**config.mk**
```make
export PLATFORM = sky130hd
export DESIGN_NAME = magic_length_frame_deframer_unit
export DESIGN_NICKNAME = d
export VERILOG_FILES = /design/src/rtl/mlfd_pkg.sv /design/src/rtl/magic_length_frame_deframer_unit.sv
export VERILOG_INCLUDE_DIRS = /design/src /design/src/rtl
export SDC_FILE = /design/constraint.sdc
export NUM_CORES = 1
export LEC_CHECK = 0
export BUFFER_PORTS_ARGS = -buffer_cell sky130_fd_sc_hd__clkbuf_2
export CORE_MARGIN = 2
export CORE_UTILIZATION = 47
export CTS_CLUSTER_DIAMETER = 120
export DETAILED_ROUTE_END_ITERATION = 7
export PLACE_DENSITY = 0.64
export SYNTH_ARGS = -nofsm -noshare
export SYNTH_HDL_FRONTEND = slang
export SYNTH_SLANG_ARGS = --single-unit
```
**constraint.sdc**
```tcl
create_clock -name clk -period 10.4 [get_ports clk]
set_input_delay 2.08 -clock clk [delete_from_list [all_inputs] [get_ports clk]]
set_output_delay 2.08 -clock clk [all_outputs]
set_load 0.1 [all_outputs]
```
**src/rtl/assert_macros.svh**
```systemverilog
// Assertion helpers used by the deframer unit.
`ifndef ASSERT_MACROS_SVH
`define ASSERT_MACROS_SVH

// Clocked property check, held off while reset is asserted.
`define ASSERT_CLK(label, clk, rst_n, prop, msg) \
	label: assert property (@(posedge clk) disable iff (!rst_n) prop) else $error(msg);

// Clocked implication check, held off while reset is asserted.
`define ASSERT_IMP(label, clk, rst_n, ante, cons, msg) \
	label: assert property (@(posedge clk) disable iff (!rst_n) (ante) |-> (cons)) \
		else $error(msg);

`endif

```
**src/rtl/mlfd_pkg.sv**
```systemverilog
`timescale 1ns / 1ps

package mlfd_pkg;

	localparam int unsigned BUF_BYTES = 4096;
	localparam int unsigned HDR_LEN = 8;
	localparam logic [31:0] LEN_LIMIT = 32'(BUF_BYTES - HDR_LEN);

	typedef enum logic [1:0] {
		REG_MAGIC_FIRST  = 2'd0,
		REG_MAGIC_SECOND = 2'd1,
		REG_MAX_PAYLOAD  = 2'd2
	} reg_idx_t;

	typedef struct packed {
		logic [15:0] oversized_count;
		logic        last;
		logic [11:0] byte_index;
		logic        byte_valid;
		logic [7:0]  payload_byte;
		logic [11:0] frame_length;
		logic [7:0]  frame_id;
		logic [7:0]  frame_type;
	} result_t;

endpackage

```
**src/rtl/magic_length_frame_deframer_unit.sv**
```systemverilog
// Each result word is registered in the output register, or in the skid register while the output is stalled.
// Throughput: one byte per cycle while the skid register is empty; an output register plus a skid register keep
// the slave side open while one result waits for the downstream consumer.
// Reset (arst_n low, asynchronous): hunting for a header with no bytes held, tally zero,
// magic registers 0xA5/0x5A, maximum payload 4088.
`timescale 1ns / 1ps

`include "assert_macros.svh"

module magic_length_frame_deframer_unit import mlfd_pkg::*; (
	input  logic        clk,
	input  logic        arst_n,
	input  logic        s_tvalid,
	output logic        s_tready,
	input  logic [7:0]  s_tdata,   // [7:0] data_byte
	output logic        m_tvalid,
	input  logic        m_tready,
	// [7:0] frame_type, [15:8] frame_id, [27:16] frame_length, [35:28] payload_byte,
	// [47:36] byte_index, [63:48] oversized_count
	output logic [63:0] m_tdata,
	output logic        m_tuser,   // [0] byte_valid
	output logic        m_tlast,
	input  logic        psel,
	input  logic        penable,
	input  logic        pwrite,
	input  logic [3:0]  paddr,
	input  logic [31:0] pwdata,
	output logic [31:0] prdata,
	output logic        pready
);

	logic [7:0]  magic_first_q;
	logic [7:0]  magic_second_q;
	logic [11:0] max_payload_q;

	logic [7:0]  hdr_q [HDR_LEN];
	logic [3:0]  hdr_fill_q;
	logic        in_payload_q;
	logic [11:0] left_q;
	logic [11:0] pos_q;
	logic [7:0]  cur_type_q;
	logic [7:0]  cur_id_q;
	logic [11:0] cur_len_q;
	logic [15:0] tally_q;

	logic [7:0]  hdr_n [HDR_LEN];
	logic [3:0]  hdr_fill_n;
	logic        in_payload_n;
	logic [11:0] left_n;
	logic [11:0] pos_n;
	logic [7:0]  cur_type_n;
	logic [7:0]  cur_id_n;
	logic [11:0] cur_len_n;
	logic [15:0] tally_n;

	logic [7:0]  hdr_full [HDR_LEN];
	logic [7:0]  hdr_shift [HDR_LEN];
	logic [2:0]  hit_pos;
	logic        hit;
	logic        magic_ok;
	logic        size_ok;
	logic [31:0] frame_len;
	logic        fin;

	result_t     res;
	logic        has_res;
	logic        in_fire;
	logic        cfg_wr;

	result_t     out_q;
	logic        out_valid_q;
	result_t     skid_q;
	logic        skid_valid_q;
	logic        pop;

	// Configuration port
	assign pready = 1'b1;
	assign cfg_wr = psel & penable & pwrite & pready;

	always_ff @(posedge clk or negedge arst_n) begin
		if (!arst_n) begin
			magic_first_q  <= 8'd165;
			magic_second_q <= 8'd90;
			max_payload_q  <= 12'd4088;
		end else if (cfg_wr) begin
			unique case (reg_idx_t'(paddr[3:2]))
				REG_MAGIC_FIRST:  magic_first_q  <= pwdata[7:0];
				REG_MAGIC_SECOND: magic_second_q <= pwdata[7:0];
				REG_MAX_PAYLOAD:  max_payload_q  <= pwdata[11:0];
				default: ;
			endcase
		end
	end

	always_comb begin
		unique case (reg_idx_t'(paddr[3:2]))
			REG_MAGIC_FIRST:  prdata = {24'd0, magic_first_q};
			REG_MAGIC_SECOND: prdata = {24'd0, magic_second_q};
			REG_MAX_PAYLOAD:  prdata = {20'd0, max_payload_q};
			default:          prdata = 32'd0;
		endcase
	end

	// Header as it stands once the incoming byte is placed.
	always_comb begin
		for (int j = 0; j < HDR_LEN; j++) begin
			hdr_full[j] = (3'(j) == hdr_fill_q[2:0]) ? s_tdata : hdr_q[j];
		end
	end

	// Resync search: first position 1..6 holding the magic pair.
	always_comb begin
		hit = 1'b0;
		hit_pos = 3'd0;
		for (int k = HDR_LEN - 2; k >= 1; k--) begin
			if (hdr_full[k] == magic_first_q && hdr_full[k + 1] == magic_second_q) begin
				hit = 1'b1;
				hit_pos = 3'(k);
			end
		end
		// Entries that wrap around land past the new fill point and are rewritten first.
		for (int j = 0; j < HDR_LEN; j++) begin
			hdr_shift[j] = hdr_full[3'(j) + hit_pos];
		end
	end

	assign frame_len = {hdr_full[7], hdr_full[6], hdr_full[5], hdr_full[4]};
	assign magic_ok  = (hdr_full[0] == magic_first_q) && (hdr_full[1] == magic_second_q);
	assign size_ok   = (frame_len <= {20'd0, max_payload_q}) && (frame_len <= LEN_LIMIT);
	assign fin       = (left_q <= 12'd1);

	always_comb begin
		hdr_n        = hdr_q;
		hdr_fill_n   = hdr_fill_q;
		in_payload_n = in_payload_q;
		left_n       = left_q;
		pos_n        = pos_q;
		cur_type_n   = cur_type_q;
		cur_id_n     = cur_id_q;
		cur_len_n    = cur_len_q;
		tally_n      = tally_q;
		has_res      = 1'b0;

		res.frame_type      = cur_type_q;
		res.frame_id        = cur_id_q;
		res.frame_length    = cur_len_q;
		res.payload_byte    = s_tdata;
		res.byte_valid      = 1'b1;
		res.byte_index      = pos_q;
		res.last            = fin;
		res.oversized_count = tally_q;

		if (in_payload_q) begin
			has_res = 1'b1;
			pos_n   = pos_q + 12'd1;
			left_n  = left_q - 12'd1;
			if (fin) begin
				in_payload_n = 1'b0;
				left_n       = 12'd0;
			end
		end else begin
			hdr_n      = hdr_full;
			hdr_fill_n = hdr_fill_q + 4'd1;
			if (hdr_fill_q == 4'(HDR_LEN - 1)) begin
				if (!magic_ok || !size_ok) begin
					if (magic_ok && tally_q != 16'hFFFF) begin
						tally_n = tally_q + 16'd1;
					end
					if (hit) begin
						hdr_n      = hdr_shift;
						hdr_fill_n = 4'(HDR_LEN) - {1'b0, hit_pos};
					end else begin
						hdr_fill_n = 4'd0;
					end
				end else begin
					cur_type_n = hdr_full[2];
					cur_id_n   = hdr_full[3];
					cur_len_n  = frame_len[11:0];
					hdr_fill_n = 4'd0;
					pos_n      = 12'd0;
					if (frame_len == 32'd0) begin
						left_n              = 12'd0;
						has_res             = 1'b1;
						res.frame_type      = hdr_full[2];
						res.frame_id        = hdr_full[3];
						res.frame_length    = 12'd0;
						res.payload_byte    = 8'd0;
						res.byte_valid      = 1'b0;
						res.byte_index      = 12'd0;
						res.last            = 1'b1;
					end else begin
						left_n       = frame_len[11:0];
						in_payload_n = 1'b1;
					end
				end
			end
		end
	end

	assign s_tready = !skid_valid_q;
	assign in_fire  = s_tvalid & s_tready;

	always_ff @(posedge clk) begin
		if (in_fire) begin
			hdr_q <= hdr_n;
		end
	end

	always_ff @(posedge clk or negedge arst_n) begin
		if (!arst_n) begin
			hdr_fill_q   <= 4'd0;
			in_payload_q <= 1'b0;
			left_q       <= 12'd0;
			pos_q        <= 12'd0;
			cur_type_q   <= 8'd0;
			cur_id_q     <= 8'd0;
			cur_len_q    <= 12'd0;
			tally_q      <= 16'd0;
		end else if (in_fire) begin
			hdr_fill_q   <= hdr_fill_n;
			in_payload_q <= in_payload_n;
			left_q       <= left_n;
			pos_q        <= pos_n;
			cur_type_q   <= cur_type_n;
			cur_id_q     <= cur_id_n;
			cur_len_q    <= cur_len_n;
			tally_q      <= tally_n;
		end
	end

	// Output register with a skid register behind it.
	assign pop = out_valid_q & m_tready;

	always_ff @(posedge clk or negedge arst_n) begin
		if (!arst_n) begin
			out_valid_q  <= 1'b0;
			skid_valid_q <= 1'b0;
		end else if (skid_valid_q) begin
			if (pop) begin
				skid_valid_q <= 1'b0;
			end
		end else if (in_fire && has_res) begin
			if (out_valid_q && !pop) begin
				skid_valid_q <= 1'b1;
			end else begin
				out_valid_q <= 1'b1;
			end
		end else if (pop) begin
			out_valid_q <= 1'b0;
		end
	end

	always_ff @(posedge clk) begin
		if (skid_valid_q) begin
			if (pop) begin
				out_q <= skid_q;
			end
		end else if (in_fire && has_res) begin
			if (out_valid_q && !pop) begin
				skid_q <= res;
			end else begin
				out_q <= res;
			end
		end
	end

	assign m_tvalid = out_valid_q;
	assign m_tdata  = {out_q.oversized_count, out_q.byte_index, out_q.payload_byte,
		out_q.frame_length, out_q.frame_id, out_q.frame_type};
	assign m_tuser  = out_q.byte_valid;
	assign m_tlast  = out_q.last;

	`ASSERT_IMP(a_skid_behind_out, clk, arst_n, skid_valid_q, out_valid_q,
		"skid register holds a word while the output register is empty")
	`ASSERT_IMP(a_payload_no_hdr, clk, arst_n, in_payload_q, hdr_fill_q == 4'd0,
		"header bytes held while a payload is in progress")
	`ASSERT_CLK(a_tally_monotonic, clk, arst_n, ##1 (tally_q >= $past(tally_q)),
		"oversize tally went down")
	`ASSERT_IMP(a_payload_left, clk, arst_n, in_payload_q, left_q != 12'd0,
		"payload in progress with no bytes left")

endmodule

```
# After elaboration in Yosys (flattened, before gate mapping)

Cells that the tools add are included.

Input bits: 51
Memories: 0
Output and inout bits: 101
RAM bits: 0
Memory bits (read-only): 0
Bits in registers: 299
Latch bits: 0
Word-level logic and storage cells: 219

Reductions and logical operators: 32
Order comparisons: 11
$mul: 0
$add $sub $neg: 12
Mux-type cells: 83
Equality and inequality tests: 29
Shift operators: 0
Div/mod/pow operators: 0
Bitwise operators: 15

Operators by type and width:

| cell                                                                                | number |
|---|---|
| 66-bit two-way mux                                                                  | 4 |
| 50-bit two-way mux                                                                  | 4 |
| 8-bit binary-select mux with 3-bit select                                           | 8 |
| 64-bit two-way mux                                                                  | 3 |
| 8-bit two-way mux                                                                   | 24 |
| 8-bit == test                                                                       | 14 |
| 12-bit two-way mux                                                                  | 8 |
| 12-bit case mux with 3 select lines                                                 | 1 |
| 4-bit >= comparator (second input constant)                                         | 8 |
| 32-bit by 12-bit less-or-equal comparator with 1-bit output                         | 1 |
| 32-bit by 12-bit less-or-equal comparator with 1-bit output (second input constant) | 1 |
| 32-bit zero test                                                                    | 1 |
| 3-bit NOT with 4-bit output                                                         | 8 |
| 1-bit two-way mux                                                                   | 22 |
| 3-bit two-way mux                                                                   | 6 |
| 16-bit by 1-bit adder with 16-bit output (second input constant)                    | 1 |
| 16-bit != test (second input constant)                                              | 1 |
| 12-bit by 1-bit adder with 12-bit output (second input constant)                    | 1 |
| 3-bit adder (first input constant)                                                  | 4 |
| 3-bit == test (first input constant)                                                | 4 |
| 12-bit by 1-bit less-or-equal comparator with 1-bit output (second input constant)  | 1 |
| 4-bit two-way mux                                                                   | 3 |
| 3-bit AND reduction                                                                 | 4 |
| 12-bit by 1-bit subtractor with 12-bit output (second input constant)               | 1 |
| other kinds (22)                                                                    | 49 |

# Longest topological paths before layout

Depth after elaboration: 18
Mapped depth: 24

# Worst setup path after synthesis

OpenSTA, ideal clock, no wires.

Kind: input to register
Start: in s_tdata[0]
End: reg skid_q[0] (netlist bit) (enable)
Data arrival time: 9.192 ns
Required time: 9.829 ns
Library setup time: 0.571 ns
Stages on the path: 15
Slack: 0.637 ns
Cells stage by stage: clkbuf_1 clkbuf_1 nand2_1 a21boi_0 clkbuf_1 inv_1 ha_1 nand4_1 or3_1 o311a_1 a2111o_1 nor3_2 a21o_1 nand2_1 nor3_1

Word-level cells in the longest chain between the ends: 10
Elaborated cells on any way between the ends: 22
Classes of those cells: 2 x order compare; 2 x eq/ne; 10 x mux; 8 x reduce/logical

Ends and longest elaborated chain:

| element                                                     | RTL line                                | RTL |
|---|---|---|
| start, declared                                             | magic_length_frame_deframer_unit.sv:15  | `input logic [7:0] s_tdata,` |
| 8-bit two-way mux (*)                                       | magic_length_frame_deframer_unit.sv:107 | `hdr_full[j] = (3'(j) == hdr_fill_q[2:0]) ? s_tdata : hdr_q[j];` |
| via frame_len[8]                                            | magic_length_frame_deframer_unit.sv:62  | `logic [31:0] frame_len;` |
| 32-bit by 12-bit less-or-equal comparator with 1-bit output | magic_length_frame_deframer_unit.sv:129 | `assign size_ok = (frame_len <= {20'd0, max_payload_q}) && (frame_len <= LEN_LIMIT);` |
| 1-bit logical AND                                           | magic_length_frame_deframer_unit.sv:129 |  |
| 1-bit zero test                                             | magic_length_frame_deframer_unit.sv:165 | `if (!magic_ok \|\| !size_ok) begin` |
| 1-bit logical OR                                            | magic_length_frame_deframer_unit.sv:165 |  |
| 1-bit two-way mux (*)                                       | magic_length_frame_deframer_unit.sv:165 |  |
| 1-bit two-way mux (*)                                       | magic_length_frame_deframer_unit.sv:164 | `if (hdr_fill_q == 4'(HDR_LEN - 1)) begin` |
| 1-bit two-way mux (*)                                       | magic_length_frame_deframer_unit.sv:153 | `if (in_payload_q) begin` |
| 1-bit logical AND (*)                                       | magic_length_frame_deframer_unit.sv:258 | `end else if (in_fire && has_res) begin` |
| 3-bit AND reduction (no line) (*)                           | -                                       |  |
| end signal, assigned                                        | magic_length_frame_deframer_unit.sv:260 | `skid_q <= res;` |
| end, declared                                               | magic_length_frame_deframer_unit.sv:72  | `result_t skid_q;` |

Mark *: on every way through the listed nets, which the timed path passes. The rest lies on a longest branch.
A chain may end at the register's enable or synchronous reset.

# Worst setup path in the final report

Start: reg hdr_fill_q[0]
End: reg hdr_q[54] (netlist bit) (data pin)

Word-level cells in the longest chain between the ends: 18
Elaborated cells on any way between the ends: 64
Classes of those cells: 1 x add/sub; 2 x order compare; 22 x eq/ne; 26 x mux; 1 x bitwise; 12 x reduce/logical

Ends and longest elaborated chain:

| element                                              | RTL line                                | RTL |
|---|---|---|
| start, declared                                      | magic_length_frame_deframer_unit.sv:37  | `logic [3:0] hdr_fill_q;` |
| start signal, assigned                               | magic_length_frame_deframer_unit.sv:220 | `hdr_fill_q <= hdr_fill_n;` |
| 3-bit == test                                        | magic_length_frame_deframer_unit.sv:107 |  |
| 8-bit two-way mux                                    | magic_length_frame_deframer_unit.sv:107 |  |
| 8-bit == test                                        | magic_length_frame_deframer_unit.sv:116 | `if (hdr_full[k] == magic_first_q && hdr_full[k + 1] == magic_second_q) begin` |
| 1-bit logical AND                                    | magic_length_frame_deframer_unit.sv:116 |  |
| 3-bit two-way mux (6 in a row)                       | magic_length_frame_deframer_unit.sv:116 |  |
| 1-bit by 3-bit adder with 3-bit output               | magic_length_frame_deframer_unit.sv:123 | `hdr_shift[j] = hdr_full[3'(j) + hit_pos];` |
| 3-bit NOT with 4-bit output (not written as such)    | magic_length_frame_deframer_unit.sv:123 |  |
| 8-bit binary-select mux with 3-bit select            | magic_length_frame_deframer_unit.sv:123 |  |
| 8-bit two-way mux (not written as such) (2 in a row) | magic_length_frame_deframer_unit.sv:123 |  |
| 64-bit two-way mux                                   | magic_length_frame_deframer_unit.sv:169 | `if (hit) begin` |
| 64-bit two-way mux                                   | magic_length_frame_deframer_unit.sv:165 |  |
| 64-bit two-way mux (*)                               | magic_length_frame_deframer_unit.sv:164 |  |
| end signal, assigned                                 | magic_length_frame_deframer_unit.sv:205 | `hdr_q <= hdr_n;` |
| end, declared                                        | magic_length_frame_deframer_unit.sv:36  | `logic [7:0] hdr_q [HDR_LEN];` |

Mark *: on every way between the ends. The rest lies on a longest branch, timed or not. The select of a mux whose other input is x is not followed.

==> results by group <==
Outcome
  – Result of the run: complete, no violations

Setup path
  – Top fanout value on the critical path: 37
  – Crit path kind: register to register
  – Worst setup SP type: register
  – Nature of the critical path endpoint: register
  – Depth of the worst register-to-register path: 19
  – Signal arrival time at the worst endpoint: slightly above 8000 ps
  – Required time worst endpoint: between 10000 and 15000 ps

Power and ir drop
  – Worst voltage drop across the vdd grid: 0.00009103 V
  – Cell area power density: 208.8 nW/um^2
  – Total Power Consumption: 4471 uW
  – Leakage power: about 0.0083 uW

Route
  – Total vias in the final route: 16625
  – Starting DRT DRC Count: 2236
  – Routed wire per std cell: ~27 um
  – Remaining routing DRC violations: 0
  – Aggregate routed wire length: 69.01 mm
  – Antenna-violating nets left: 0
  – Detailed-routing iteration count for the pre-antenna-repair pass: 6
  – Vias/cell: between 6 and 7

STA
  – Worst setup skew after layout: 16.97 ps
  – Hold Vio Cnt, Final: 0
  – Transition time at the pin with the least slew margin: 1283 ps
  – Min Clock Period, post-route: 7841 ps
  – Fmax achieved: 127.5 MHz
  – Slew HR: 12.03%
  – Number of max-slew violations in the final report: 0
  – Final count of negative-setup-slack endpoints: 0
  – Setup repair after global routing missed its margin: no
  – Post-route clock period utilization: between 70 and 80%
  – Final sum of negative setup slack: 0 ps

Final layout
  – Share of final-layout standard cells stronger than drive strength 1: 19.81%
  – Register Area: 8484 sq um
  – Multi-input gate area in the final layout: 10000 sq um
  – # fillers: between 3000 and 4000
  – Final-stage net count: between 2000 and 2500
  – Antenna Cells: 0
  – Final Instance Count excl. Fillers: roughly 2500
  – Layout overhead on the synthesized area: 10.25%

Worst hold path
  – Tightest Hold Check Type: register to register
  – Cell count of the worst hold path: 0

Global routing
  – Remaining global-route overflow: 0
  – Number of antenna violations at the first check in global routing: 1
  – GR Util All Layers: 31.44%
  – Maximum number of pins on one net before global-route repair: 74
  – Number of global-route vias before repair: around 16000
  – Global-route wire length before repair: 102.1 mm

Clock tree
  – Clock tree from TritonCTS: built
  – CTS Hold Buffers Added: 0
  – Max H-tree Level: 2
  – Clock latency on the worst-skew pair: 560 ps
  – Clock transition at the register clock pins on the worst setup and hold paths after CTS: 60 ps
  – Total clock buffers created by CTS: 35
  – Number of post-CTS setup repair buffers: 0
  – Clk Tree Root Cell: sky130_fd_sc_hd__clkbuf_16
  – Max clock buf depth: 3
  – Clock sink count: 299
  – Cells resized by post-CTS repair: 0

Floorplan
  – Die height: 207.3 um
  – Die Wd: 207.3 um
  – Number of top-level pins: 152
  – Area of the core region: 40830 sq um
  – FP Rows: 74
  – Area enclosed by the die boundary: 42980 sq um
  – Initial core utilization: 47.58%

Synth
  – Commonest cells in the netlist: sky130_fd_sc_hd__edfxtp_1, sky130_fd_sc_hd__nand2_1, sky130_fd_sc_hd__o21ai_0
  – Fraction of registers with async set or reset after synthesis: 34.45%
  – Most used flip-flop cell after synthesis: sky130_fd_sc_hd__edfxtp_1
  – Total standard cell area after synthesis: ~19000 sq um
  – Number of standard cells after synthesis: 1930
  – EDFF count, synth: between 150 and 200
  – Syn. warnings: 0
  – Most common cell in the synthesized netlist: sky130_fd_sc_hd__edfxtp_1
  – Portion of the post-synthesis area used by sequential elements: 43.68%
  – Share of the synthesized area in the top cell type: 30.30%
  – Mean Syn Cell Area: 10.07 sq um
  – Register bit total from synthesis: ~300
  – Count of different cell masters after synthesis: 94
  – Synth area leaders: sky130_fd_sc_hd__edfxtp_1, sky130_fd_sc_hd__dfrtp_1, sky130_fd_sc_hd__mux2_2, sky130_fd_sc_hd__mux2i_1, sky130_fd_sc_hd__xnor2_1
  – Largest area contributor in the netlist: sky130_fd_sc_hd__edfxtp_1

Placed design
  – Routability Congestion: 1.055
  – Port-buffer cells: 108
  – Final HPWL DP: 48.06 mm
  – Number of placed instances, taps included: 2472

Job
  – Number of violations of the max-capacitance limit: 0
kinds of logic (layout without fill, tap and decap cells):
group / Yosys count / after routing / share of synthesized area, %
muxes: 228 / 228 / 13.08
xor gates and xnor gates: 104 / 104 / 4.728
other: 2 / 21 / 0.03866
DFF: 299 / 299 / 43.68
adders and majority gates: 25 / 25 / 1.610
and+or+nand+nor: 568 / 568 / 15.00
AOI/OAI and AO/OA: 472 / 472 / 16.35
buffers and inverters: 232 / 287 / 5.520
worst paths after layout:
path,slack (ps),endpoint,from
worst max register to register,2560,hdr_q[54],hdr_fill_q[0]
worst max-delay path,2560,hdr_q[54],hdr_fill_q[0]
worst min register to register,460,skid_q[63],tally_q[13]
max in group asynchronous,7620,pos_q[10],arst_n
min in group asynchronous,1510,tally_q[12],arst_n
worst min-delay path,460,skid_q[63],tally_q[13]
layout by cell type, fill, tap and decap left out, drive strengths merged, types with 78 or more instances in the layout:
cell,netlist,final
edfxtp,196,196
clkbuf,69,154
nor3,82,82
a21oi,94,94
o21ai,139,139
xnor2,78,78
mux2i,107,107
nand2,175,175
mux2,115,115
dfrtp,86,86
cell type report:
| class | instances | share of cell area (%) |
|---|---|---|
| multi-input cells | 1418 | 46.71 |
| flip-flops and latches | 299 | 39.62 |
| clock buffers | 47 | 4.697 |
| repair buffers | 155 | 4.183 |
| well taps | 532 | 3.108 |
| inverters | 68 | 1.192 |
| clock inverters | 17 | 0.4966 |
power breakdown:
group | internal (uW) | switching (uW) | leakage (uW)
sequential | 1390 | 170 | 0.00309
clock | 686 | 517 | 0.000538
combinational | 569 | 1140 | 0.00468
per-layer routing:
metal	routed length (um)	part of all wire [%]	track usage, %	vias up
met1	27100	39	42.30	8039
li1	-	-	-	7268
met3	7401	11	6.657	278
met5	0	0	0	-
met2	29500	43	46.08	1040
met4	5011	7.3	20.22	0
per-stage QoR:
stage / utilization (%) / hold slack (ps) / setup WS [ps] / cell area, sq um
floorplan: - / 424.9 / 636.6 / 19500
global placement: 49.73 / 432.9 / 2402 / 20300
detailed placement: 49.73 / 449.3 / 2372 / 20300
finish: 52.45 / 458.3 / 2559 / 21420
CTS: 52.45 / 462.8 / 2947 / 21420
global route: 52.45 / 471.9 / 2550 / 21420
state kept, by name, indices dropped and copies added (netlist names), 4 cells and up:
signal	flops
tally_q	16
cur_len_q	12
skid_q	66
cur_type_q	8
hdr_q	64
left_q	12
magic_first_q	8
m_tdata	64
max_payload_q	12
magic_second_q	8
cur_id_q	8
pos_q	12
hdr_fill_q	4
critical path, stage by stage, from the launching register on:
cell and delay (ps):
sky130_fd_sc_hd__dfrtp_1 450, sky130_fd_sc_hd__inv_1 110, sky130_fd_sc_hd__ha_1 560, sky130_fd_sc_hd__nand2b_1 610
sky130_fd_sc_hd__buf_4 370, sky130_fd_sc_hd__mux2i_1 750, sky130_fd_sc_hd__xnor2_1 130, sky130_fd_sc_hd__nor3_1 380
sky130_fd_sc_hd__and4_1 910, sky130_fd_sc_hd__buf_4 350, sky130_fd_sc_hd__a211oi_4 50, sky130_fd_sc_hd__buf_4 260
sky130_fd_sc_hd__nor2_8 490, sky130_fd_sc_hd__ha_1 350, sky130_fd_sc_hd__inv_2 640, sky130_fd_sc_hd__a211oi_1 160
sky130_fd_sc_hd__mux2_2 300, sky130_fd_sc_hd__a2111o_1 400, sky130_fd_sc_hd__o21ai_0 150, sky130_fd_sc_hd__a21oi_1 60
Power figures use the tool's default switching activity.
